`src/rtl/core/abmm_pkg.sv`:
```
// Types, constants and address map of the arcade board bus decoder.
`timescale 1ns / 1ps
package abmm_pkg;

  localparam int ROM_AW   = 15;
  localparam int VRAM_AW  = 10;
  localparam int SPR_AW   = 8;
  localparam int WRAM_AW  = 12;
  localparam int ROM_DEPTH  = 1 << ROM_AW;
  localparam int VRAM_DEPTH = 1 << VRAM_AW;
  localparam int SPR_DEPTH  = 1 << SPR_AW;
  localparam int WRAM_DEPTH = 1 << WRAM_AW;

  // Fixed bus addresses
  localparam logic [15:0] ADR_LATCH = 16'h9800;
  localparam logic [15:0] ADR_SND1  = 16'h9801;
  localparam logic [15:0] ADR_SND2  = 16'h9802;
  localparam logic [15:0] ADR_PROT  = 16'h9803;
  localparam logic [15:0] ADR_P0    = 16'hA000;
  localparam logic [15:0] ADR_P1    = 16'hA001;
  localparam logic [15:0] ADR_DIP1  = 16'hA002;
  localparam logic [15:0] ADR_DIP2  = 16'hA003;

  // Region prefixes
  localparam logic [3:0] PFX_VRAM  = 4'h8;
  localparam logic [7:0] PFX_SPR   = 8'h90;
  localparam logic [3:0] PFX_WRAM  = 4'hE;
  localparam logic [4:0] PFX_SCRX  = 5'b11110;
  localparam logic [4:0] PFX_SCRY  = 5'b11111;

  localparam logic [1:0] VSEL_BGC = 2'd0;
  localparam logic [1:0] VSEL_BGV = 2'd1;
  localparam logic [1:0] VSEL_FGC = 2'd2;
  localparam logic [1:0] VSEL_FGV = 2'd3;

  localparam logic [7:0] BYTE_FF = 8'hFF;

  // Configuration register indexes
  localparam logic CFG_DIP1 = 1'b0;
  localparam logic CFG_DIP2 = 1'b1;

  typedef enum logic [1:0] {
    CMD_READ  = 2'd0,
    CMD_WRITE = 2'd1,
    CMD_LOAD  = 2'd2
  } cmd_t;

  typedef enum logic [3:0] {
    SRC_FF,
    SRC_ROM,
    SRC_BGC,
    SRC_BGV,
    SRC_FGC,
    SRC_FGV,
    SRC_SPR,
    SRC_WRAM,
    SRC_P0,
    SRC_P1,
    SRC_DIP1,
    SRC_DIP2
  } src_t;

  typedef enum logic [2:0] {
    WR_NONE,
    WR_LATCH,
    WR_SND1,
    WR_SND2,
    WR_SCRX,
    WR_SCRY
  } wr_t;

  typedef struct packed {
    logic bgc;
    logic bgv;
    logic fgc;
    logic fgv;
    logic spr;
    logic wram;
  } ram_we_t;

  typedef struct packed {
    src_t              src;
    wr_t               wr;
    ram_we_t           ram_we;
    logic              rom_we;
    logic [ROM_AW-1:0] rom_addr;
  } dec_t;

  typedef struct packed {
    logic [7:0] rom;
    logic [7:0] bgc;
    logic [7:0] bgv;
    logic [7:0] fgc;
    logic [7:0] fgv;
    logic [7:0] spr;
    logic [7:0] wram;
  } rdq_t;

endpackage

```
`src/rtl/core/abmm_decode.sv`:
```
// Address decoder: turns a bus transaction into read source, write target and enables.
`timescale 1ns / 1ps
module abmm_decode
  import abmm_pkg::*;
(
  input  logic [1:0]  command,
  input  logic [15:0] address,
  input  logic [15:0] protection_pointer,
  output dec_t        dec
);

  logic       is_rom;
  logic       is_vram;
  logic       is_spr;
  logic       is_wram;
  logic [1:0] vsel;

  assign is_rom  = ~address[15];
  assign is_vram = (address[15:12] == PFX_VRAM);
  assign is_spr  = (address[15:8] == PFX_SPR);
  assign is_wram = (address[15:12] == PFX_WRAM);
  assign vsel    = address[11:10];

  always_comb begin
    dec          = '0;
    dec.src      = SRC_FF;
    dec.wr       = WR_NONE;
    dec.rom_addr = address[ROM_AW-1:0];
    case (cmd_t'(command))
      CMD_READ: begin
        if (is_rom) begin
          dec.src = SRC_ROM;
        end else if (is_vram) begin
          case (vsel)
            VSEL_BGC: dec.src = SRC_BGC;
            VSEL_BGV: dec.src = SRC_BGV;
            VSEL_FGC: dec.src = SRC_FGC;
            VSEL_FGV: dec.src = SRC_FGV;
            default:  dec.src = SRC_FF;
          endcase
        end else if (is_spr) begin
          dec.src = SRC_SPR;
        end else if (is_wram) begin
          dec.src = SRC_WRAM;
        end else if (address == ADR_PROT) begin
          // Protection port reads ROM through the CPU pointer
          dec.rom_addr = protection_pointer[ROM_AW-1:0];
          if (!protection_pointer[15]) begin
            dec.src = SRC_ROM;
          end
        end else if (address == ADR_P0) begin
          dec.src = SRC_P0;
        end else if (address == ADR_P1) begin
          dec.src = SRC_P1;
        end else if (address == ADR_DIP1) begin
          dec.src = SRC_DIP1;
        end else if (address == ADR_DIP2) begin
          dec.src = SRC_DIP2;
        end
      end
      CMD_WRITE: begin
        if (is_vram) begin
          case (vsel)
            VSEL_BGC: dec.ram_we.bgc = 1'b1;
            VSEL_BGV: dec.ram_we.bgv = 1'b1;
            VSEL_FGC: dec.ram_we.fgc = 1'b1;
            VSEL_FGV: dec.ram_we.fgv = 1'b1;
            default:  dec.ram_we     = '0;
          endcase
        end else if (is_spr) begin
          dec.ram_we.spr = 1'b1;
        end else if (is_wram) begin
          dec.ram_we.wram = 1'b1;
        end else if (address == ADR_LATCH) begin
          dec.wr = WR_LATCH;
        end else if (address == ADR_SND1) begin
          dec.wr = WR_SND1;
        end else if (address == ADR_SND2) begin
          dec.wr = WR_SND2;
        end else if (address[15:11] == PFX_SCRX) begin
          dec.wr = WR_SCRX;
        end else if (address[15:11] == PFX_SCRY) begin
          dec.wr = WR_SCRY;
        end
      end
      CMD_LOAD: begin
        dec.rom_we = is_rom;
      end
      default: begin
        dec.src = SRC_FF;
      end
    endcase
  end

endmodule

```
`config.mk`:
```
export PLATFORM = sky130hd
export DESIGN_NAME = abmm_decode
export DESIGN_NICKNAME = d
export VERILOG_FILES = /design/src/rtl/core/abmm_pkg.sv /design/src/rtl/core/abmm_decode.sv
export SDC_FILE = /design/constraint.sdc
export NUM_CORES = 1
export LEC_CHECK = 0
export ABC_AREA = 1
export BUFFER_PORTS_ARGS = -buffer_cell sky130_fd_sc_hd__buf_2
export CORE_MARGIN = 4
export CORE_UTILIZATION = 30
export DETAILED_ROUTE_END_ITERATION = 6
export MAX_ROUTING_LAYER = met4
export PLACE_DENSITY = 0.78
export SLEW_MARGIN = 20
export SYNTH_ARGS = -nofsm -noshare
export SYNTH_HDL_FRONTEND = slang
export SYNTH_SLANG_ARGS = --single-unit
```
`constraint.sdc`:
```
create_clock -name vclk -period 1.1
set_input_delay 0.165 -clock vclk [all_inputs]
set_output_delay 0.165 -clock vclk [all_outputs]
set_load 0.05 [all_outputs]
```
==> results of run 1 <==
==> kinds of logic after synthesis <==
group | count (synthesis)
simple gates | 78
buf+inv | 21
compound gates | 18
==> per-stage QoR <==
stage | setup TNS, ns | area (µm²) | hold slack [ns] | setup slack [ns] | utilization, %
after floorplan | -3.27 | 881 | 0.396 | -0.247 | -
after global placement | -9.67 | 1470 | 0.758 | -0.440 | 83.3
after detailed placement | -10.54 | 1470 | 0.767 | -0.489 | 83.3
==> Yosys cell counts <==
cell type  count  area share (%)
nand2_2        3             3.3
inv_2          2             1.3
o21ai_2        1             1.5
nand3_1        9             7.9
nor2_4         2             3.9
o21ai_1        3             2.6
a31o_1         9              14
clkinv_2       1            0.87
clkinv_1       1            0.66
o21ai_0        1            0.87
a21oi_1        3             2.6
nor2_2         6             6.6
o211ai_1       1             1.3
nor2_1        21              14
nor3_1         4             3.5
nand2_1       30              20
buf_6          1             2.0
nor4_1         2             2.2
inv_1         16              11
nand4_1        1             1.1
==> results_dict.tcl, run 1 <==
set metrics [dict create \
    syn_area_um2 572 \
    die_w_um 51.7 \
    stop_stage "clock tree synthesis (4_1_cts)" \
    synth_nets 151 \
    cts_resized 118 \
    postCtsHoldBufs 0 \
    io_buffer_count 63 \
    num_rows 15 \
    io_pins 63 \
    avgSynthCellArea_um2 4.89 \
    gp_congestion 0.872 \
    netlist_instances 117 \
    placed_cells 236 \
    synth_compound_area_share_pct 22.8 \
    hpwl_um 2570 \
    post_cts_buffers 3 \
    error "[ERROR DPL-0038] Utilization greater than 100%, impossible to legalize" \
    synthAdderAreaFrac_pct 0 \
    synth-seq-area-share_pct 0 \
    synth_warnings 0 \
    synth_xor_area_share_pct 0 \
    synthMuxAreaShare_pct 0 \
    status "stopped before the end" \
    synthSimpleGateAreaFrac_pct 61.9 \
    start_util_pct 32.4 \
    yosysUniqueCellTypes 20 \
    fp.dieH_um 51.7 \
    synth_top_family_by_area "simple AND/OR/NAND/NOR gates" \
]
==> run 2, diff against run 1 <==
Settings changed: CORE_AREA set to 4 4 65 67, CORE_MARGIN 4 to unset, CORE_UTILIZATION 30 to unset, DIE_AREA set to 0 0 69 71, MAX_ROUTING_LAYER met4 to unset, PLACE_DENSITY 0.78 to unset, PLACE_DENSITY_LB_ADDON set to 0.15.
Clock period 1.1 ns to 1.43 ns, I/O delays scaled along.
==> results_dict.tcl, run 2 <==
set metrics [dict create \
    yosysUniqueCellTypes 20 \
    worst_slew_pin_slew_ns 0.276 \
    fin_area_um2 1890 \
    required_ns 1.22 \
    fin_crit_ns 1.53 \
    fp.dieH_um 71 \
    pre_cts_slack_ns -0.266 \
    worst_ir_drop_vdd_mv 0.121 \
    status "finished with violations" \
    vias 1116 \
    whs_ns 0.731 \
    gp_congestion 0.833 \
    holdPathEnd "dec[6]" \
    min_path_type "input pin to output port" \
    violations "negative setup slack" \
    synth_nets 151 \
    fmax_ghz 0.654 \
    synth.top_cells.by_count "30 x nand2_1, 21 x nor2_1, 16 x inv_1" \
    seqCellArea_um2 0 \
    criticalPathCategory "input pin to output port" \
    detail-route-antenna-nets 0 \
    firstDrtPassIters 4 \
    powerDensity_nw_per_um2 259 \
    crit_start "address[13]" \
    seq_cells 0 \
    grt_setup_unrepaired "yes" \
    avgSynthCellArea_um2 4.89 \
    postCtsHoldBufs 0 \
    maxCapViolations 0 \
    timing.slew.headroom_pct 81.6 \
    setup_viol 20 \
    synth_area_leaders "nand2_1 20%, a31o_1 14%, nor2_1 14%" \
    io_buffer_count 63 \
    layout-drive-gt1-share_pct 78.1 \
    start_util_pct 15.7 \
    antenna_cells 0 \
    synth_top_cell_area_share_pct 19.7 \
    syn_to_final_growth_pct 230 \
    n_fill_cell 350 \
    wl_um 3260 \
    post-route-util_pct 51.9 \
    period_share_pct 107 \
    core_um2 3630 \
    die_w_um 69 \
    final_common_cell "buf_4" \
    layout.nets 246 \
    timing.final.ws_setup_ns -0.0982 \
    arrival_ns 1.31 \
    synth-seq-area-share_pct 0 \
    max_stage_delay_ns 0.24 \
    routedWlPerCell_um 12.7 \
    netlist_instances 117 \
    drc 0 \
    yosysMostFrequentCell "nand2_1" \
    p_leak_nw 0.892 \
    clockBufferCount 0 \
    grt_max_degree 9 \
    report.power.total_w 0.000489 \
    first_global_vias 1183 \
    multi_input_area_um2 871 \
    vias_per_cell 4.33 \
    hpwl_um 2470 \
    worstHoldStart "address[6]" \
    crit_fanout 6 \
    yosys.area.top_type "nand2_1" \
    antenna_found_initial 0 \
    critPathSlowestCell "a31o_4" \
    grt_pass1_wl_um 5510 \
    synth_warnings 0 \
    worstSetupEndpointType "output port" \
    slew_viol_final 0 \
    grt_overflow 0 \
    placed_area_um2 1230 \
    grt_util_all_layers_pct 13.0 \
    crit_chain "buf_8, nor2_4, buf_4, nand2_4, inv_4, nor2_4, buf_12, a31o_4, buf_8" \
    hold_depth 3 \
    die_area_um2 4900 \
    hold_viol_final 0 \
    num_rows 22 \
    syn_area_um2 572 \
    layout_common_cells "29 x buf_4, 24 x buf_6, 24 x buf_2, 20 x nor2_4, 20 x nand2_1" \
    io_pins 63 \
    startpoint_type "input pin" \
    drt-initial-drc-count 55 \
]
-- run 2: area by class of cell --
| cell class | count | share of cell area (%) |
|---|---|---|
| multi-input cells | 96 | 46.2 |
| repair buffers | 94 | 46.0 |
| inverters | 20 | 4.64 |
| well taps | 48 | 3.18 |
-- run 2: how the worst max path moves through the flow --
| stage | end | slack [ns] |
|---|---|---|
| after floorplan | dec[19] | -0.24 |
| after global placement | dec[0] | -0.24 |
| after detailed placement | dec[0] | -0.27 |
| after CTS | dec[2] | -0.04 |
| after global routing | dec[7] | -0.14 |
| final | dec[7] | -0.1 |
-- run 2: metal layers --
layer | routed length [µm] | up-vias | track usage (%)
li1 | - | 573 | -
met1 | 1270 | 508 | 15.1
met2 | 1800 | 31 | 25.8
met3 | 158 | 4 | 1.42
met4 | 37 | 0 | 1.30
met5 | 0 | - | 0
-- run 2: worst max-delay path, delay by kind of cell --
| family | cells | cell delay (ns) |
|---|---|---|
| AO/OA/AOI/OAI | 1 | 0.24 |
| buffers and inverters | 5 | 0.61 |
| AND/OR/NAND/NOR | 3 | 0.25 |
-- run 2: through the flow --
stage	std cells	setup TNS (ns)
after floorplan	117	-0.438
after global placement	252	-4.56
after detailed placement	252	-4.94
after CTS	256	-0.356
after global routing	258	-2.27
final	258	-1.01
-- run 2: cell families (layout without fill, tap and decap cells) --
group                  Yosys count  count (layout)  synth area share [%]
AO/OA/AOI/OAI                   18              18                  22.8
AND/OR/NAND/NOR                 78              78                  61.9
buffers and inverters           21             114                  15.3
-- run 2: repair_timing --
action,CTS,global route
cloned,0,0
setup endpoints to repair,26,25
setup buffers,4,2
pin swaps,24,12
resized for setup,141,19
-- run 2: power breakdown --
group / internal, W / switching (W) / leakage, nW / total (W)
logic: 0.000224 / 0.000265 / 0.892 / 0.000489
registers: 0 / 0 / 0 / 0
clock network: 0 / 0 / 0 / 0
total: 0.000224 / 0.000265 / 0.892 / 0.000489
(Power assumes the default switching activity.)
==> run 3, diff against run 2 <==
Settings changed: RECOVER_POWER set to 25, TNS_END_PERCENT set to 10.
==> results_dict.tcl, run 3 (synthesized netlist as in run 2, its figures left out) <==
set metrics [dict create \
    maxCapViolations 0 \
    arrival_ns 1.29 \
    syn_to_final_growth_pct 182 \
    clockBufferCount 0 \
    postCtsHoldBufs 0 \
    p_int_w 0.000188 \
    fin_crit_ns 1.51 \
    crit_family "buffers and inverters" \
    worst_slew_pin_slew_ns 0.277 \
    worst_ir_drop_vdd_mv 0.153 \
    first_global_vias 1101 \
    die_w_um 69 \
    crit_chain "buf_6, nor2_4, buf_4, nand2_2, inv_4, nor2_4, buf_4, a31o_1, buf_6" \
    slew_viol_final 0 \
    wl_um 2940 \
    hold_viol_final 0 \
    antenna_found_initial 0 \
    placed_area_um2 1210 \
    critPathBufInv 5 \
    start_util_pct 15.7 \
    hpwl_um 2410 \
    vias 1080 \
    seq_power_share_pct 0 \
    fmax_ghz 0.663 \
    gp_congestion 0.793 \
    firstDrtPassIters 4 \
    startpoint_type "input pin" \
    share_comb_of_total_power_pct 100.0 \
    layout-drive-gt1-share_pct 68.7 \
    p_switching_w 0.000232 \
    required_ns 1.22 \
    powerDensity_nw_per_um2 260 \
    antenna_cells 0 \
    p_leak_nw 0.812 \
    violations "negative setup slack" \
    crit_fanout 4 \
    status "finished with violations" \
    post-route-util_pct 44.4 \
    final_common_cell "buf_4" \
    timing.final.ws_setup_ns -0.0779 \
    grt_setup_unrepaired "yes" \
    drc 0 \
    p_sw_share_pct 55.3 \
    grt_overflow 0 \
    fin_area_um2 1610 \
    layout_common_cells "39 x buf_4, 35 x buf_6, 24 x buf_2, 22 x nand2_1, 14 x inv_1" \
    fp.dieH_um 71 \
    seqCellArea_um2 0 \
    worstSetupEndpointType "output port" \
    period_share_pct 105 \
    max_stage_delay_ns 0.21 \
    core_um2 3630 \
    grt_pass1_wl_um 4710 \
    critPathSlowestCell "a31o_1" \
    min_path_type "input pin to output port" \
    pre_cts_slack_ns -0.261 \
    seq_cells 0 \
    num_rows 22 \
    grt_util_all_layers_pct 11.0 \
    routedWlPerCell_um 11.1 \
    drt-initial-drc-count 24 \
    io_buffer_count 63 \
    die_area_um2 4900 \
    layout.nets 253 \
    vias_per_cell 4.08 \
    timing.slew.headroom_pct 81.6 \
    p_clk_share_pct 0 \
    io_pins 63 \
    setup_viol 16 \
    criticalPathCategory "input pin to output port" \
    detail-route-antenna-nets 0 \
    grt_max_degree 9 \
]
## run 3: changes by cell type in the layout (fill, tap and decap cells not counted), moves of 3 or more
cell / change
a31o_4: -9
buf_6: +11
a31o_1: +9
nand3_1: +3
nor2_2: +3
nor2_1: +7
buf_8: -16
nand3_2: -3
buf_4: +10
nor2_4: -10
nand2_4: -3
## run 3: repair_timing
item                                    in CTS  in global routing
setup buffers                                4                  2
gates cloned                                 0                  0
gates resized for setup                     84                 26
endpoints found under the setup margin      25                 27
pin swaps                                   25                  9
endpoints found under the hold margin        0                  0
## run 3: final cells by class
| class | count | area, µm² |
|---|---|---|
| fill | 395 | 2020 |
| timing repair buffer | 101 | 827 |
| multi-input combinational | 96 | 641 |
| inverter | 20 | 85.1 |
| tap | 48 | 60.1 |
## run 3: power by group through the flow
stage                     Clock, W  Combinational [W]  Sequential (W)
after floorplan                  0           0.000174               0
after detailed placement         0           0.000330               0
after global routing             0           0.000445               0
after CTS                        0           0.000404               0
after global placement           0           0.000331               0
final                            0           0.000420               0
## run 3: final timing paths
check | startpoint | end | slack, ns | cells past startpoint
max | address[13] | dec[3] | -0.08 | 9
min | address[4] | dec[4] | 0.76 | 3
## run 3: metal layers
layer  part of all wire [%]  vias up  GRT usage [%]
met5                      0        -              0
met3                    4.4        2          0.852
met4                   0.65        0          0.651
met1                     42      467           12.9
li1                       -      584              -
met2                     53       27           22.5
## run 3: through the flow
step / hold slack (ns) / power [W] / setup TNS, ns / cells
final: 0.758 / 0.000420 / -0.648 / 265
after global routing: 0.765 / 0.000445 / -2.13 / 265
after CTS: 0.756 / 0.000404 / -0.416 / 263
after detailed placement: 0.781 / 0.000330 / -4.19 / 259
after global placement: 0.782 / 0.000331 / -3.79 / 259
after floorplan: 0.496 / 0.000174 / -2.40 / 117
## run 3: tightest hold or removal path, cell delays in order
cell	delay, ns
buf_6	0.07
a31o_1	0.10
buf_6	0.16
==> run 4, diff against run 3 <==
Settings changed: CAP_MARGIN set to 15.
Clock period 1.43 ns to 1.7 ns, I/O delays scaled along.
==> results_dict.tcl, run 4 (synthesized netlist as in run 2, its figures left out) <==
set metrics [dict create \
    io_buffer_count 63 \
    hpwl_um 2360 \
    report.power.total_w 0.000277 \
    postCtsHoldBufs 0 \
    slew_viol_final 0 \
    die_w_um 69 \
    grt_pass1_wl_um 4590 \
    p_leak_nw 0.655 \
    vias_per_cell 4.07 \
    drt-initial-drc-count 15 \
    vias 1005 \
    gp_congestion 0.749 \
    required_ns 1.44 \
    layout_common_cells "41 x buf_2, 31 x buf_4, 28 x nand2_1, 16 x inv_1, 14 x nor2_1" \
    top_layer_used "met3" \
    placed_cells 246 \
    worstSetupEndpointType "output port" \
    timing.final.ws_setup_ns 0.0829 \
    detail-route-antenna-nets 0 \
    whs_ns 0.882 \
    antenna_cells 0 \
    wl_met1_um 1190 \
    fin_area_um2 1240 \
    die_area_um2 4900 \
    worst_slew_pin_slew_ns 0.603 \
    io_pins 63 \
    arrival_ns 1.36 \
    criticalPathCategory "input pin to output port" \
    clockBufferCount 0 \
    status "completed" \
    stdcell_count 247 \
    met2_length_um 1370 \
    fp.dieH_um 71 \
    fmax_ghz 0.618 \
    grt_setup_unrepaired "yes" \
    layout.nets 235 \
    syn_to_final_growth_pct 116 \
    antenna_found_initial 0 \
    start_util_pct 15.7 \
    wl_um 2700 \
    n_fill_cell 443 \
    powerDensity_nw_per_um2 224 \
    placed_area_um2 1090 \
    first_global_vias 1005 \
    grt_max_degree 9 \
    worst_ir_drop_vdd_mv 0.111 \
    timing.slew.headroom_pct 60.0 \
    firstDrtPassIters 2 \
    fin_crit_ns 1.62 \
    crit_fanout 4 \
    grt_util_all_layers_pct 10.5 \
    layout-drive-gt1-share_pct 55.3 \
    hold_viol_final 0 \
    grt_overflow 0 \
    seqCellArea_um2 0 \
    final_common_cell "buf_2" \
    core_um2 3630 \
    seq_cells 0 \
    num_rows 22 \
    routedWlPerCell_um 10.9 \
    min_path_type "input pin to output port" \
    setup_viol 0 \
    drc 0 \
    maxCapViolations 0 \
    pre_cts_slack_ns -0.0426 \
    dr_wl_met3_um 133 \
    startpoint_type "input pin" \
    period_share_pct 95.1 \
]
## run 4: path summary, 6_finish.rpt
kind / start / end / slack, ns / cells after the start
hold / removal: address[4] / dec[4] / 0.88 / 3
setup / recovery: address[8] / dec[25] / 0.08 / 10
## run 4: timing repair
item                       CTS  global route
gates resized for setup     14            28
setup buffers                0             1
setup endpoints to repair   14            23
gates cloned                 0             0
pin swaps                    0             6
## run 4: cell type report
cell class                 instances  area [µm²]  share of cell area, %
tap                               48        60.1                   4.85
timing repair buffer              83         543                   43.9
multi-input combinational         96         557                   45.0
inverter                          20        77.6                   6.27
## run 4: through the flow
stage,setup TNS [ns],util [%]
global route,-0.0138,34.1
global placement,-0.232,30.0
detailed placement,-0.400,30.0
floorplan,-1.85,-
finish,0,34.1
CTS,0,31.0
## run 4: where the power goes
group	switching (W)	internal [W]	total, W
registers	0	0	0
clock network	0	0	0
logic	0.000174	0.000104	0.000277
## run 4: critical path, stage by stage
cell and delay (ns):
buf_2 0.12, nor2_4 0.13, nand2_1 0.10, nor2_4 0.10, buf_4 0.13, nand3_1 0.06
nand2_1 0.06, nor2_1 0.04, a21oi_1 0.14, buf_4 0.22
## run 4: per-layer routing
layer  track usage (%)  vias up
met4                 0        0
met5                 0        -
li1                  -      546
met1              13.5      432
met2              19.6       27
met3              1.56        0
