**src/rtl/core/abmm_pkg.sv**
```systemverilog
// Types, constants and address map of the arcade board bus decoder.
`timescale 1ns / 1ps
package abmm_pkg;

  localparam int ROM_AW   = 15;
  localparam int VRAM_AW  = 10;
  localparam int SPR_AW   = 8;
  localparam int WRAM_AW  = 12;
  localparam int ROM_DEPTH  = 1 << ROM_AW;
  localparam int VRAM_DEPTH = 1 << VRAM_AW;
  localparam int SPR_DEPTH  = 1 << SPR_AW;
  localparam int WRAM_DEPTH = 1 << WRAM_AW;

  // Fixed bus addresses
  localparam logic [15:0] ADR_LATCH = 16'h9800;
  localparam logic [15:0] ADR_SND1  = 16'h9801;
  localparam logic [15:0] ADR_SND2  = 16'h9802;
  localparam logic [15:0] ADR_PROT  = 16'h9803;
  localparam logic [15:0] ADR_P0    = 16'hA000;
  localparam logic [15:0] ADR_P1    = 16'hA001;
  localparam logic [15:0] ADR_DIP1  = 16'hA002;
  localparam logic [15:0] ADR_DIP2  = 16'hA003;

  // Region prefixes
  localparam logic [3:0] PFX_VRAM  = 4'h8;
  localparam logic [7:0] PFX_SPR   = 8'h90;
  localparam logic [3:0] PFX_WRAM  = 4'hE;
  localparam logic [4:0] PFX_SCRX  = 5'b11110;
  localparam logic [4:0] PFX_SCRY  = 5'b11111;

  localparam logic [1:0] VSEL_BGC = 2'd0;
  localparam logic [1:0] VSEL_BGV = 2'd1;
  localparam logic [1:0] VSEL_FGC = 2'd2;
  localparam logic [1:0] VSEL_FGV = 2'd3;

  localparam logic [7:0] BYTE_FF = 8'hFF;

  // Configuration register indexes
  localparam logic CFG_DIP1 = 1'b0;
  localparam logic CFG_DIP2 = 1'b1;

  typedef enum logic [1:0] {
    CMD_READ  = 2'd0,
    CMD_WRITE = 2'd1,
    CMD_LOAD  = 2'd2
  } cmd_t;

  typedef enum logic [3:0] {
    SRC_FF,
    SRC_ROM,
    SRC_BGC,
    SRC_BGV,
    SRC_FGC,
    SRC_FGV,
    SRC_SPR,
    SRC_WRAM,
    SRC_P0,
    SRC_P1,
    SRC_DIP1,
    SRC_DIP2
  } src_t;

  typedef enum logic [2:0] {
    WR_NONE,
    WR_LATCH,
    WR_SND1,
    WR_SND2,
    WR_SCRX,
    WR_SCRY
  } wr_t;

  typedef struct packed {
    logic bgc;
    logic bgv;
    logic fgc;
    logic fgv;
    logic spr;
    logic wram;
  } ram_we_t;

  typedef struct packed {
    src_t              src;
    wr_t               wr;
    ram_we_t           ram_we;
    logic              rom_we;
    logic [ROM_AW-1:0] rom_addr;
  } dec_t;

  typedef struct packed {
    logic [7:0] rom;
    logic [7:0] bgc;
    logic [7:0] bgv;
    logic [7:0] fgc;
    logic [7:0] fgv;
    logic [7:0] spr;
    logic [7:0] wram;
  } rdq_t;

endpackage

```
**src/rtl/core/abmm_result.sv**
```systemverilog
// Access stage register, read data select, board latches and result register.
`timescale 1ns / 1ps
module abmm_result
  import abmm_pkg::*;
(
  input  logic       clk,
  input  logic       rst_n,
  input  logic       accept,
  input  src_t       src,
  input  wr_t        wr,
  input  logic [7:0] write_data,
  input  logic [7:0] player_port_0,
  input  logic [7:0] player_port_1,
  input  logic [7:0] dip1,
  input  logic [7:0] dip2,
  input  rdq_t       q,
  output logic       valid,
  output logic [7:0] read_data,
  output logic       sound_strobe_1,
  output logic       sound_strobe_2,
  output logic [7:0] sound_byte,
  output logic       flip_screen,
  output logic [2:0] priority_select,
  output logic [7:0] scroll_x,
  output logic [7:0] scroll_y
);

  logic       s1_valid_r;
  src_t       s1_src_r;
  wr_t        s1_wr_r;
  logic [7:0] s1_wdata_r;
  logic [7:0] s1_p0_r;
  logic [7:0] s1_p1_r;

  logic       out_valid_r;
  logic [7:0] rd_r, rd_nxt;
  logic       snd1_r, snd2_r;
  logic [7:0] snd_byte_r;
  logic       flip_r;
  logic [2:0] prio_r;
  logic [7:0] scrx_r, scry_r;
  logic       snd1_nxt, snd2_nxt;

  always_ff @(posedge clk) begin
    if (!rst_n) begin
      s1_valid_r <= 1'b0;
    end else begin
      s1_valid_r <= accept;
    end
  end

  // Hold the transaction next to the registered memory read data
  always_ff @(posedge clk) begin
    if (accept) begin
      s1_src_r   <= src;
      s1_wr_r    <= wr;
      s1_wdata_r <= write_data;
      s1_p0_r    <= player_port_0;
      s1_p1_r    <= player_port_1;
    end
  end

  always_comb begin
    case (s1_src_r)
      SRC_ROM:  rd_nxt = q.rom;
      SRC_BGC:  rd_nxt = q.bgc;
      SRC_BGV:  rd_nxt = q.bgv;
      SRC_FGC:  rd_nxt = q.fgc;
      SRC_FGV:  rd_nxt = q.fgv;
      SRC_SPR:  rd_nxt = q.spr;
      SRC_WRAM: rd_nxt = q.wram;
      SRC_P0:   rd_nxt = s1_p0_r;
      SRC_P1:   rd_nxt = s1_p1_r;
      SRC_DIP1: rd_nxt = dip1;
      SRC_DIP2: rd_nxt = dip2;
      default:  rd_nxt = BYTE_FF;
    endcase
  end

  assign snd1_nxt = s1_valid_r && (s1_wr_r == WR_SND1);
  assign snd2_nxt = s1_valid_r && (s1_wr_r == WR_SND2);

  always_ff @(posedge clk) begin
    if (!rst_n) begin
      out_valid_r <= 1'b0;
      snd1_r      <= 1'b0;
      snd2_r      <= 1'b0;
      flip_r      <= 1'b0;
      prio_r      <= '0;
      scrx_r      <= '0;
      scry_r      <= '0;
    end else begin
      out_valid_r <= s1_valid_r;
      snd1_r      <= snd1_nxt;
      snd2_r      <= snd2_nxt;
      if (s1_valid_r) begin
        case (s1_wr_r)
          WR_LATCH: begin
            flip_r <= s1_wdata_r[0];
            prio_r <= s1_wdata_r[3:1];
          end
          WR_SCRX: scrx_r <= s1_wdata_r;
          WR_SCRY: scry_r <= s1_wdata_r;
          default: ;
        endcase
      end
    end
  end

  always_ff @(posedge clk) begin
    rd_r       <= rd_nxt;
    snd_byte_r <= (snd1_nxt || snd2_nxt) ? s1_wdata_r : '0;
  end

  assign valid           = out_valid_r;
  assign read_data       = rd_r;
  assign sound_strobe_1  = snd1_r;
  assign sound_strobe_2  = snd2_r;
  assign sound_byte      = snd_byte_r;
  assign flip_screen     = flip_r;
  assign priority_select = prio_r;
  assign scroll_x        = scrx_r;
  assign scroll_y        = scry_r;

endmodule

```
**config.mk**
```make
export PLATFORM = sky130hd
export DESIGN_NAME = abmm_result
export DESIGN_NICKNAME = d
export VERILOG_FILES = /design/src/rtl/core/abmm_pkg.sv /design/src/rtl/core/abmm_result.sv
export SDC_FILE = /design/constraint.sdc
export NUM_CORES = 1
export LEC_CHECK = 0
export CAP_MARGIN = 30
export CORE_ASPECT_RATIO = 2
export CORE_MARGIN = 8
export CORE_UTILIZATION = 48
export CTS_BUF_LIST = sky130_fd_sc_hd__clkbuf_8
export DETAILED_ROUTE_END_ITERATION = 6
export DONT_BUFFER_PORTS = 1
export SLEW_MARGIN = 20
export SYNTH_ARGS = -nofsm -noshare
export SYNTH_HDL_FRONTEND = slang
export SYNTH_SLANG_ARGS = --single-unit
export TNS_END_PERCENT = 5
```
**constraint.sdc**
```tcl
create_clock -name clk -period 3.4 [get_ports clk]
set_input_delay 0.68 -clock clk [delete_from_list [all_inputs] [get_ports clk]]
set_output_delay 0.68 -clock clk [all_outputs]
set_load 0.1 [all_outputs]
```
**Yosys cells after proc, flatten, opt, wreduce, memory -nomap -nowiden**

Index checks and enable logic that the tools add are counted.

- Mux-type cells: 1
- Eq/ne operators: 16
- Reductions and logical operators: 6

Operators with widths:

| operator | count |
|---|---|
| one-hot mux 8 bit (11 select lines) | 1 |
| equality test 4 x 3 -> 1 bit (second input constant) | 4 |
| equality test 4 bit (second input constant) | 4 |
| equality test 4 x 2 -> 1 bit (second input constant) | 2 |
| equality test 3 x 2 -> 1 bit (second input constant) | 2 |
| equality test 3 bit (second input constant) | 2 |
| AND reduction 2 bit | 3 |
| equality test 4 x 1 -> 1 bit (second input constant) | 1 |
| equality test 3 x 1 -> 1 bit (second input constant) | 1 |
| logical AND 1 bit | 2 |
| logical OR 1 bit | 1 |

- Bits in registers: 71
- Logic and storage cells: 38
- Bits of input ports: 106

**Logic depth before layout (Yosys ltp)**

Gate-level depths: netlist of the first run.

- Depth after elaboration: 3
- Gate-level depth with buffers: 8
- Gate-level depth less buffers: 6

**Worst setup path after synthesis of the first run**

Ideal clock, no wire load.

- Kind: register to register
- From: register s1_src_r[2]
- To: register rd_r[0], in the netlist read_data[0]
- Library setup time: 0.131 ns
- Cell stages (with the launch flop): 8
- Slack: 1.775 ns
- Period minus slack after synthesis: 1.625 ns
- Buffers on the path: 2
- Arrival time: 1.493 ns
- Cell sequence: edfxtp_1 -> inv_1 -> ha_1 -> buf_2 -> buf_2 -> a22o_1 -> a2111oi_0 -> nand2_1

- Longest elaborated chain between the ends: 2

RTL lines:

| item | line | RTL |
|---|---|---|
| start, declared | abmm_result.sv:29 | `src_t s1_src_r;` |
| start signal, assigned | abmm_result.sv:55 | `s1_src_r <= src;` |
| equality test 4 bit, or another cell as far along | abmm_result.sv:64 | `case (s1_src_r)` |
| one-hot mux 8 bit (11 select lines) * | abmm_result.sv:64 |  |
| named net rd_nxt[0] | abmm_result.sv:36 | `logic [7:0] rd_r, rd_nxt;` |
| end signal, assigned | abmm_result.sv:111 | `rd_r <= rd_nxt;` |
| end, declared | abmm_result.sv:36 |  |

Mark *: on every way through the listed nets, which the timed path passes. The rest lies on a longest branch.
A chain may end at the register's enable or synchronous reset.

**Final worst setup path of the first run**

Same ends and word-level chain as after synthesis.

==> key figures, run 1 <==
Hold path
  • Hold Crit Class: input port to flip-flop
  • Hold path cells: 0
  • Worst Hold End: s1_wdata_r[7]
  • Hold Path Origin: write_data[7]

Floorplan
  • Core area: 0.00616 mm²
  • Core Rows: 41
  • # IOs: 145
  • Die X: 71.9 µm
  • Initial core utilization: 48.7%
  • DIE AREA: 0.00918 mm²
  • Die height: 128 µm

STA
  • Fin. max-slew vios: 0
  • Finish-stage setup viols: 0
  • Final clock skew: 0.00640 ns
  • Fmax: 480 MHz
  • Setup WS post-layout: 1.32 ns
  • Slew Limit Headroom: 33.4%
  • Sum of negative setup slack: 0 ns
  • Final Critical Period: 2.08 ns
  • Tightest Pin Transition: 0.998 ns
  • Hold Violations, Final: 0
  • Ratio of final minimum period to clock period: 61.2%
  • RSZ-0062 raised after global routing: no

Cells and area
  • Fraction of layout cells with a size suffix above 1: 9.47%
  • N_diodes: 0
  • Post-route core utilization: 52.5%
  • Seq. cell area: 0.00173 mm²
  • Nets: 368
  • Area Overhead vs Synth: 7.85%
  • Fillers: 565
  • Most frequent cells in the layout: 43 x nand2_1, 40 x dfxtp_1, 31 x edfxtp_1
  • Commonest non-fill, non-tap cell in the layout: nand2_1
  • Multi-input logic area: 0.00115 mm²

Route
  • Via count: 2074
  • # DRC: 0
  • Pre-Repair DR Iteration Count: 5
  • DR iter-0 viols: 218
  • Drt wl/cell: 23.4 µm
  • Detail Route Antenna Nets: 0
  • Via density: 6.32
  • Drt total wl: 7680 µm

Critical path
  • Crit. End Element: flip-flop
  • Crit-path max FO: 24
  • Crit path max-delay family: adder cells
  • Reg2reg setup slack: 1.32 ns
  • CP arrival: 2.31 ns
  • WP data required: 3.62 ns
  • Slowest stage delay, CP: 0.75 ns
  • CP max stage cell: ha_1
  • CP Cell Sequence: inv_1, ha_1, a21oi_2, a2111oi_0, nand2_1
  • Worst R2R End: read_data[0]
  • Worst Reg-to-Reg Cells: 5
  • Worst Path Buf+Inv: 1
  • Reg-to-Reg Start: s1_src_r[2]
  • WS Path Type: flip-flop to flip-flop
  • CP startpoint kind: flip-flop

Global route
  • Vias in the first global route: 2109
  • Initial antenna violation count: 0
  • Total grt overflow: 0
  • Total Routing Usage GR: 17.0%
  • First-pass GRT wire length: 11700 µm
  • Largest net degree at the start of global routing: 33

Place
  • Global placement routability congestion: 0.824
  • DP Worst Slack: 1.28 ns
  • Input/output buffers: 0
  • HPWL after detailed placement: 5620 µm

Synthesis
  • Top-area cell type share of the netlist area: 31.1%
  • Netlist cell types: 40
  • Synth Register Bits: 71
  • Synthesis Warnings: 0
  • Post-Synthesis Cell Area: 0.00300 mm²
  • Synth Net Count: 374
  • Area contributors post-synth: edfxtp_1 31%, dfxtp_1 27%, nand2_1 5.4%
  • Synth area leader: edfxtp_1
  • Post-Syn Instances: 265
  • Avg Inst Size Synth: 11.3 µm²
  • Fraction of the yosys area taken by sequential cells: 57.8%

CTS
  • CTS Hold Buffers Added: 0
  • Skew-Pair Late Insertion Delay: 0.34 ns
  • TritonCTS clock tree: built
  • Root Driver: clkbuf_8
  • Max Root-Sink Buffers: 2
  • Worst-path clk slew: 0.08 ns
  • Clk sinks: 71
  • Post_cts resized: 0
  • Post-CTS Setup Inserts: 0
  • H-tree Lvls: 3
  • CTS Buf Count: 9

Pwr
  • Lkg Pwr: 0.00114 µW
  • Power per standard cell area: 648 mW/mm²
  • Worst vdd ir: 0.301 mV

Status
  • Status: completed

Job
  • Max cap viols: 0
==> report_power, final <==
| group | total [µW] | switching (µW) | internal (µW) |
|---|---|---|---|
| combinational | 152 | 78.6 | 73.4 |
| clock | 757 | 320 | 437 |
| sequential | 1190 | 236 | 951 |
| total | 2100 | 634 | 1460 |
==> kinds of logic after synthesis <==
logic type / after synthesis / share of synthesized area, %
and+or+nand+nor: 82 / 13.5
AOI/OAI and AO/OA: 77 / 20.2
DFF: 71 / 57.8
buffers and inverters: 22 / 3.72
muxes: 10 / 3.51
adders and majority gates: 3 / 1.25
==> registers in the layout (all words and copies together) (netlist names), 3 cells and up <==
register	flops
scroll_x	8
scroll_y	8
s1_src_r	4
s1_p0_r	8
read_data	8
s1_p1_r	8
sound_byte	8
s1_wdata_r	8
priority_select	3
s1_wr_r	3
==> worst max-delay path by stage <==
stage | depth (start not counted) | from | endpoint | slack, ns
floorplan | 7 | s1_src_r[2] | read_data[0] | 1.78
global placement | 5 | s1_src_r[2] | read_data[6] | 1.34
detailed placement | 5 | s1_src_r[2] | read_data[6] | 1.28
CTS | 5 | s1_src_r[2] | read_data[6] | 1.29
global route | 5 | s1_src_r[2] | read_data[0] | 0.97
finish | 5 | s1_src_r[2] | read_data[0] | 1.32
==> cell usage after synthesis, drive strengths merged <==
library cell	number
nand2	43
dfxtp	40
edfxtp	31
a21boi	16
buf	11
a22o	10
and2	10
nor2b	9
a22oi	8
clkbuf	8
a222oi	7
o21ai	7
a221oi	6
mux2i	6
nand3	5
nor2	5
a211oi	4
a31oi	4
mux2	4
a21oi	3
a221o	3
and3	3
and3b	3
ha	3
inv	3
o211ai	3
o2111ai	2
o211a	2
a2111oi	1
a21o	1
nand3b	1
or2	1
or3	1
or3b	1
==> routing by layer <==
layer	share of wire, %	vias to the layer above	track usage (%)
met1	39	956	19.0
met3	12	10	9.87
met5	0	-	0
met2	47	125	24.6
li1	-	983	-
met4	1.7	0	8.85
==> worst reg2reg max path, cell delays in order, from the launching register on <==
cell and delay [ns]:
edfxtp_1 0.39, inv_1 0.09, ha_1 0.75, a21oi_2 0.26, a2111oi_0 0.40, nand2_1 0.08
==> final cells by class <==
type / count / area share (%)
Sequential cell: 71 / 53.6
Multi-Input combinational cell: 172 / 35.7
Clock buffer: 10 / 4.26
Clock inverter: 6 / 2.83
Tap cell: 64 / 2.48
Timing Repair Buffer: 2 / 0.813
Inverter: 3 / 0.348
==> stage by stage <==
stage / cells / total power [µW] / instance area [µm²] / hold slack [ns]
floorplan: 265 / 1320 / 3000 / 0.437
CTS: 326 / 2120 / 3210 / 0.402
finish: 328 / 2100 / 3230 / 0.427
global route: 328 / 2190 / 3230 / 0.392
global placement: 310 / 1350 / 2980 / 0.472
detailed placement: 310 / 1350 / 2980 / 0.482
Note: power is estimated with default switching activity, not from simulation.
==> run 2, diff against run 1 <==
--- a/config.mk
+++ b/config.mk
@@ -5,6 +5,7 @@
 export SDC_FILE = /design/constraint.sdc
 export NUM_CORES = 1
 export LEC_CHECK = 0
+export ABC_AREA = 1
 export CAP_MARGIN = 30
 export CORE_ASPECT_RATIO = 2
 export CORE_MARGIN = 8
==> constraint.sdc (replaced) <==
create_clock -name clk -period 2.05 [get_ports clk]
set_input_delay 0.41 -clock clk [delete_from_list [all_inputs] [get_ports clk]]
set_output_delay 0.41 -clock clk [all_outputs]
set_load 0.1 [all_outputs]
==> run 2 against run 1 <==
Effect of this change:
- critical endpoint is now read_data[2]
- flip-flop and latch count is the same
- wire length rose by 25%
- first-iteration DRC count down 6.0%
- largest cell class unchanged
- combinational power rose to 4.9 times the previous value
==> key figures, run 2 <==
Status
  • Status: completed

Cells and area
  • Final instance area: 0.00382 mm² (+18%)
  • Fraction of layout cells with a size suffix above 1: 17.0% (+7.6 points)
  • Most frequent cells in the layout: 72 x nand4_1, 68 x nand2_1, 45 x buf_4
  • Nets: 515 (+40%)
  • Post-route core utilization: 57.7% (+5.2 points)
  • Seq. cell area: 0.00173 mm² (unchanged)
  • Multi-input logic area: 0.00126 mm² (+9.4%)
  • N_diodes: 0 (unchanged)
  • Area Overhead vs Synth: 16.4%
  • Fillers: 612 (+8.3%)
  • Commonest non-fill, non-tap cell in the layout: nand4_1

Route
  • Drt total wl: 9620 µm (+25%)
  • # DRC: 0 (unchanged)
  • Uppermost routed layer: met5
  • Pre-Repair DR Iteration Count: 4 (-1)
  • Met3 WL: 1040 µm (+10%)
  • Via density: 5.64 (-11%)
  • DR iter-0 viols: 205 (-6.0%)
  • DRT met1 WL: 3040 µm (+1.7%)
  • Detail Route Antenna Nets: 0 (unchanged)
  • Drt wl/cell: 19.3 µm (-18%)
  • WL met2: 5350 µm (+48%)
  • Via count: 2815 (+36%)

Floorplan
  • Core area: 0.00662 mm² (+7.6%)
  • Core Rows: 42 (+2.4%)
  • Die X: 74.5 µm (+3.6%)
  • DIE AREA: 0.00990 mm² (+7.8%)
  • Initial core utilization: 49.5% (+0.87 points)
  • Die height: 133 µm (+4.1%)
  • # IOs: 145 (unchanged)

Critical path
  • WP data required: 2.29 ns (-1.33 ns)
  • Worst Reg-to-Reg Cells: 6 (+1)
  • CP startpoint kind: flip-flop
  • Worst R2R End: read_data[2]
  • Crit. End Element: flip-flop
  • Crit-path max FO: 37 (+54%)
  • WS Path Type: flip-flop to flip-flop
  • Reg-to-Reg Start: s1_src_r[1]
  • Reg2reg setup slack: 0.47 ns (-0.84 ns)
  • CP arrival: 1.81 ns (-0.50 ns)

STA
  • Tightest Pin Transition: 0.409 ns (-0.588 ns)
  • Slew Limit Headroom: 72.7% (+39 points)
  • RSZ-0062 raised after global routing: no
  • Final Critical Period: 1.58 ns (-0.506 ns)
  • Hold Violations, Final: 0 (unchanged)
  • Ratio of final minimum period to clock period: 76.9% (+16 points)
  • Fmax: 635 MHz (+32%)
  • Sum of negative setup slack: 0 ns (unchanged)
  • Fin. max-slew vios: 0 (unchanged)
  • Final clock skew: 0.00674 ns (+0.000341 ns)
  • Hold Slack: 0.153 ns (-0.274 ns)
  • Finish-stage setup viols: 0 (unchanged)

CTS
  • Max Root-Sink Buffers: 2 (unchanged)
  • Skew-Pair Late Insertion Delay: 0.35 ns (about the same)
  • Root Driver: clkbuf_8
  • Post-CTS Setup Inserts: 0 (unchanged)
  • CTS Buf Count: 9 (unchanged)
  • H-tree Lvls: 3 (unchanged)
  • TritonCTS clock tree: built
  • Worst-path clk slew: 0.08 ns (about the same)
  • Clk sinks: 71 (unchanged)
  • CTS Hold Buffers Added: 0 (unchanged)
  • Post_cts resized: 0 (unchanged)

Synthesis
  • Avg Inst Size Synth: 8.73 µm² (-23%)
  • Cell with the most instances after synthesis: nand4_1
  • Top cells by count, synth: 72 x nand4_1, 68 x nand2_1, 44 x nor2_1, 40 x dfxtp_1, 31 x edfxtp_1
  • Synth Register Bits: 71 (unchanged)
  • Synth Net Count: 485 (+30%)
  • Post-synth top flop: dfxtp_1
  • Post-synthesis mux area share: 0% (-3.5 points)
  • Area contributors post-synth: edfxtp_1 28%, dfxtp_1 24%, nand4_1 14%
  • Post-Syn Instances: 376 (+42%)
  • Netlist cell types: 23 (-43%)
  • Post-Synth XOR/XNOR Area: 0% (unchanged)
  • Fraction of the yosys area taken by sequential cells: 52.8% (-5.0 points)
  • FFs w/ async S/R, synth: 0% (unchanged)
  • Simple-gate share of the synthesized area: 32.9% (+19 points)
  • Synthesis Warnings: 0 (unchanged)
  • Post-synth EDFFs: 31 (unchanged)
  • Synth area leader: edfxtp_1
  • Post-Synthesis Cell Area: 0.00328 mm² (+9.5%)
  • Synth Area in Adders: 1.14% (-0.11 points)
  • Main combinational cell family by area after synthesis: simple AND/OR/NAND/NOR gates
  • Top-area cell type share of the netlist area: 28.4% (-2.7 points)
  • Synth Area in Compound Gates: 4.42% (-16 points)

Place
  • Global placement routability congestion: 0.870 (+5.6%)
  • HPWL after detailed placement: 7450 µm (+33%)
  • Placed cell areas: 0.00357 mm² (+20%)
  • Input/output buffers: 0 (unchanged)

Pwr
  • Power, Total: 3730 µW (+78%)
  • Power per standard cell area: 975 mW/mm² (+50%)
  • Worst vdd ir: 0.583 mV (+94%)
  • Lkg Pwr: 0.00166 µW (+46%)

Hold path
  • Hold Path Origin: write_data[3]
  • Hold path cells: 0 (unchanged)
  • Hold Crit Class: input port to flip-flop
  • Worst Hold End: s1_wdata_r[3]

Global route
  • Vias in the first global route: 2833 (+34%)
  • First-pass GRT wire length: 14500 µm (+24%)
  • Total Routing Usage GR: 19.5% (+2.6 points)
  • Total grt overflow: 0 (unchanged)
  • Initial antenna violation count: 2 (+2)
  • Largest net degree at the start of global routing: 38 (+15%)

Job
  • Max cap viols: 0 (unchanged)
[run 2: cell count changes after synthesis, moves of 14 or more]
| cell | before | now |
|---|---|---|
| nor2_1 | 5 | 44 |
| a21boi_0 | 16 | 0 |
| inv_1 | 3 | 25 |
| nand2_1 | 43 | 68 |
| a21oi_1 | 2 | 16 |
| nand4_1 | 0 | 72 |
| nand3_1 | 5 | 24 |
[run 2: cell type report]
class	instances	area share, %
clock inverters	7	3.15
flip-flops and latches	71	45.3
repair buffers	46	9.37
multi-input cells	248	33.1
inverters	30	2.95
well taps	88	2.88
clock buffers	9	3.24
[run 2: worst max path at each step]
stage | from | end
global route | s1_src_r[1] | read_data[2]
detailed placement | s1_src_r[1] | read_data[2]
global placement | s1_src_r[1] | read_data[2]
CTS | s1_src_r[1] | read_data[2]
finish | s1_src_r[1] | read_data[2]
floorplan | flip_screen | flip_screen
[run 2: critical path, stage by stage, from the launching register on]
cell and delay, ns:
edfxtp_1 0.50, buf_4 0.41, nor2_8 0.11, nand3_1 0.09, nand2_1 0.09, nor2_1 0.17, nand3_1 0.09
[run 2: cells by family after synthesis]
logic type / after synthesis
compound gates: 29
fa+ha+maj: 3
buf+inv: 57
flops: 71
simple gates: 216
[run 2: report_power, final]
group          internal, µW  leakage, µW  switching (µW)
logic                   148     0.000903             596
registers              1580     0.000630            52.5
clock network           814     0.000126             531
total                  2550      0.00166            1180
[run 2: metrics by stage]
stage | setup slack [ns] | std cells
floorplan | 0.715 | 376
global placement | 0.524 | 483
detailed placement | 0.512 | 483
CTS | 0.500 | 499
global route | 0.390 | 499
finish | 0.475 | 499
[run 2: layer usage]
layer	vias up	GRT usage, %
met2	133	34.9
met4	2	9.45
met5	-	0
li1	1378	-
met1	1288	17.0
met3	14	9.24
==> run 3, diff against run 2 <==
--- a/config.mk
+++ b/config.mk
@@ -5,7 +5,7 @@
 export SDC_FILE = /design/constraint.sdc
 export NUM_CORES = 1
 export LEC_CHECK = 0
-export ABC_AREA = 1
+export ABC_AREA = 0
 export CAP_MARGIN = 30
 export CORE_ASPECT_RATIO = 2
 export CORE_MARGIN = 8
==> constraint.sdc (replaced) <==
create_clock -name clk -period 1.5 [get_ports clk]
set_input_delay 0.3 -clock clk [delete_from_list [all_inputs] [get_ports clk]]
set_output_delay 0.3 -clock clk [all_outputs]
set_load 0.1 [all_outputs]
==> run 3 against run 2 <==
Effect of this change:
- the run now ends with negative setup slack left
- clock skew increased by 0.0019 ns
- wire length fell by 13%
- flip-flop and latch count did not move
- critical path type unchanged
- critical endpoint unchanged
==> key figures, run 3 (same netlist as run 1, synthesis figures left out) <==
Status
  • Status: finished with violations
  • Failing checks: negative setup slack

CTS
  • Skew-Pair Late Insertion Delay: 0.35 ns (about the same)
  • Root Driver: clkbuf_8
  • CTS Hold Buffers Added: 0 (unchanged)
  • TritonCTS clock tree: built
  • H-tree Lvls: 3 (unchanged)
  • Max Root-Sink Buffers: 2 (unchanged)
  • Worst-path clk slew: 0.07 ns (about the same)
  • Clk sinks: 71 (unchanged)
  • CTS Buf Count: 9 (unchanged)

STA
  • Final Critical Period: 1.70 ns (+0.129 ns)
  • Final clock skew: 0.00863 ns (+0.00189 ns)
  • Fin. max-slew vios: 0 (unchanged)
  • Ratio of final minimum period to clock period: 114% (+37 points)
  • Fmax: 587 MHz (-7.6%)
  • Tightest Pin Transition: 0.366 ns (-0.0438 ns)
  • Sum of negative setup slack: -0.653 ns (-0.653 ns)
  • Slew Limit Headroom: 75.6% (+3.0 points)
  • Setup WS post-layout: -0.204 ns (-0.679 ns)
  • Hold Slack: 0.0446 ns (-0.108 ns)
  • Finish-stage setup viols: 8 (+8)
  • Hold Violations, Final: 0 (unchanged)
  • RSZ-0062 raised after global routing: yes

Pwr
  • Power per standard cell area: 1220 mW/mm² (+25%)
  • Worst vdd ir: 0.948 mV (+63%)
  • Lkg Pwr: 0.00142 µW (-14%)
  • Power, Total: 4540 µW (+22%)

Global route
  • Total Routing Usage GR: 18.3% (-1.3 points)
  • Largest net degree at the start of global routing: 33 (-13%)
  • Initial antenna violation count: 0 (-2)
  • Vias in the first global route: 2480 (-12%)
  • Total grt overflow: 0 (unchanged)
  • First-pass GRT wire length: 12700 µm (-12%)

Route
  • Via density: 6.04 (+7.1%)
  • DR iter-0 viols: 207 (+0.98%)
  • Pre-Repair DR Iteration Count: 5 (+1)
  • Drt total wl: 8370 µm (-13%)
  • Drt wl/cell: 21.7 µm (+13%)
  • # DRC: 0 (unchanged)
  • Detail Route Antenna Nets: 0 (unchanged)
  • Via count: 2327 (-17%)

Cells and area
  • Seq. cell area: 0.00173 mm² (unchanged)
  • Most frequent cells in the layout: 54 x buf_4, 43 x nand2_1, 40 x dfxtp_1
  • N_diodes: 0 (unchanged)
  • Nets: 426 (-17%)
  • Post-route core utilization: 60.3% (+2.6 points)
  • Area Overhead vs Synth: 23.9%
  • Fraction of layout cells with a size suffix above 1: 31.5% (+14 points)
  • Multi-input logic area: 0.00124 mm² (-1.6%)
  • Commonest non-fill, non-tap cell in the layout: buf_4
  • Fillers: 497 (-19%)

Floorplan
  • Core area: 0.00616 mm² (-7.0%)
  • Die height: 128 µm (-3.9%)
  • Die X: 71.9 µm (-3.5%)
  • Initial core utilization: 48.7% (-0.87 points)
  • # IOs: 145 (unchanged)
  • DIE AREA: 0.00918 mm² (-7.2%)
  • Core Rows: 41 (-2.4%)

Critical path
  • Slowest stage delay, CP: 0.43 ns (-0.07 ns)
  • CP startpoint kind: flip-flop
  • CP max stage cell: edfxtp_1
  • CP arrival: 1.94 ns (+0.13 ns)
  • WP data required: 1.73 ns (-0.56 ns)
  • WS Path Type: flip-flop to flip-flop
  • CP Cell Sequence: buf_6, ha_4, a222oi_1, mux2i_1, a221o_1
  • Crit-path max FO: 14 (-62%)
  • Crit. End Element: flip-flop

Place
  • HPWL after detailed placement: 6200 µm (-17%)
  • Global placement routability congestion: 0.893 (+2.7%)
  • DP Worst Slack: -0.227 ns (-0.739 ns)
  • Input/output buffers: 0 (unchanged)

Job
  • Max cap viols: 0 (unchanged)

Hold path
  • Hold Crit Class: input port to flip-flop
-- run 3: changes by cell type in the layout (fill, tap and decap cells not counted), moves of 7 or more --
cell,previous run,this run
a21oi_1,16,2
and2_1,0,10
a21boi_0,0,16
nor2_1,44,5
nand3_1,24,5
a22o_1,0,10
inv_1,26,0
o21ai_0,13,5
buf_4,45,54
nand2_1,68,43
nand4_1,72,0
a222oi_1,0,7
-- run 3: critical path: cells and delay by family (launching register included) --
kind	cells	cell delay [ns]
AO/OA/AOI/OAI	2	0.65
adder cells (fa/ha/maj)	1	0.21
flip-flops	1	0.43
multiplexers	1	0.13
buffers and inverters	1	0.15
-- run 3: worst paths after layout --
check / startpoint / to / slack (ns) / cells after the start
hold reg to reg: s1_valid_r / valid / 0.46 / 1
setup reg to reg: s1_src_r[2] / read_data[2] / -0.20 / 5
setup / recovery: s1_src_r[2] / read_data[2] / -0.20 / 5
hold / removal: write_data[4] / s1_wdata_r[4] / 0.04 / 0
-- run 3: per-layer routing --
metal,vias up,part of all wire [%],GRT usage (%)
met1,1095,38,19.3
met4,0,2.9,9.09
met5,-,0,0
li1,1097,-,-
met2,116,49,29.3
met3,19,9.4,8.78
-- run 3: layout make-up --
| type | count | area share [%] |
|---|---|---|
| multi-input cells | 172 | 33.5 |
| repair buffers | 60 | 13.0 |
| clock inverters | 6 | 1.01 |
| inverters | 3 | 0.404 |
| well taps | 64 | 2.16 |
| clock buffers | 9 | 3.34 |
| flip-flops and latches | 71 | 46.6 |
-- run 3: per-stage QoR --
stage,area (µm²),std cells
CTS,3660,385
detailed placement,3450,367
floorplan,3050,265
finish,3710,385
global route,3710,385
global placement,3450,367
-- run 3: what timing repair did --
action / 4_1_cts / 5_1_grt
setup endpoints to repair: 8 / 20
resized for setup: 8 / 14
pin swaps: 6 / 3
buffers inserted: 3 / 0
-- run 3: power breakdown --
part	switching (µW)	leakage [µW]	total, µW	internal (µW)
clock network	704	0.0000852	1290	584
registers	64.6	0.000630	2220	2160
logic	703	0.000705	1030	327
total	1470	0.00142	4540	3070
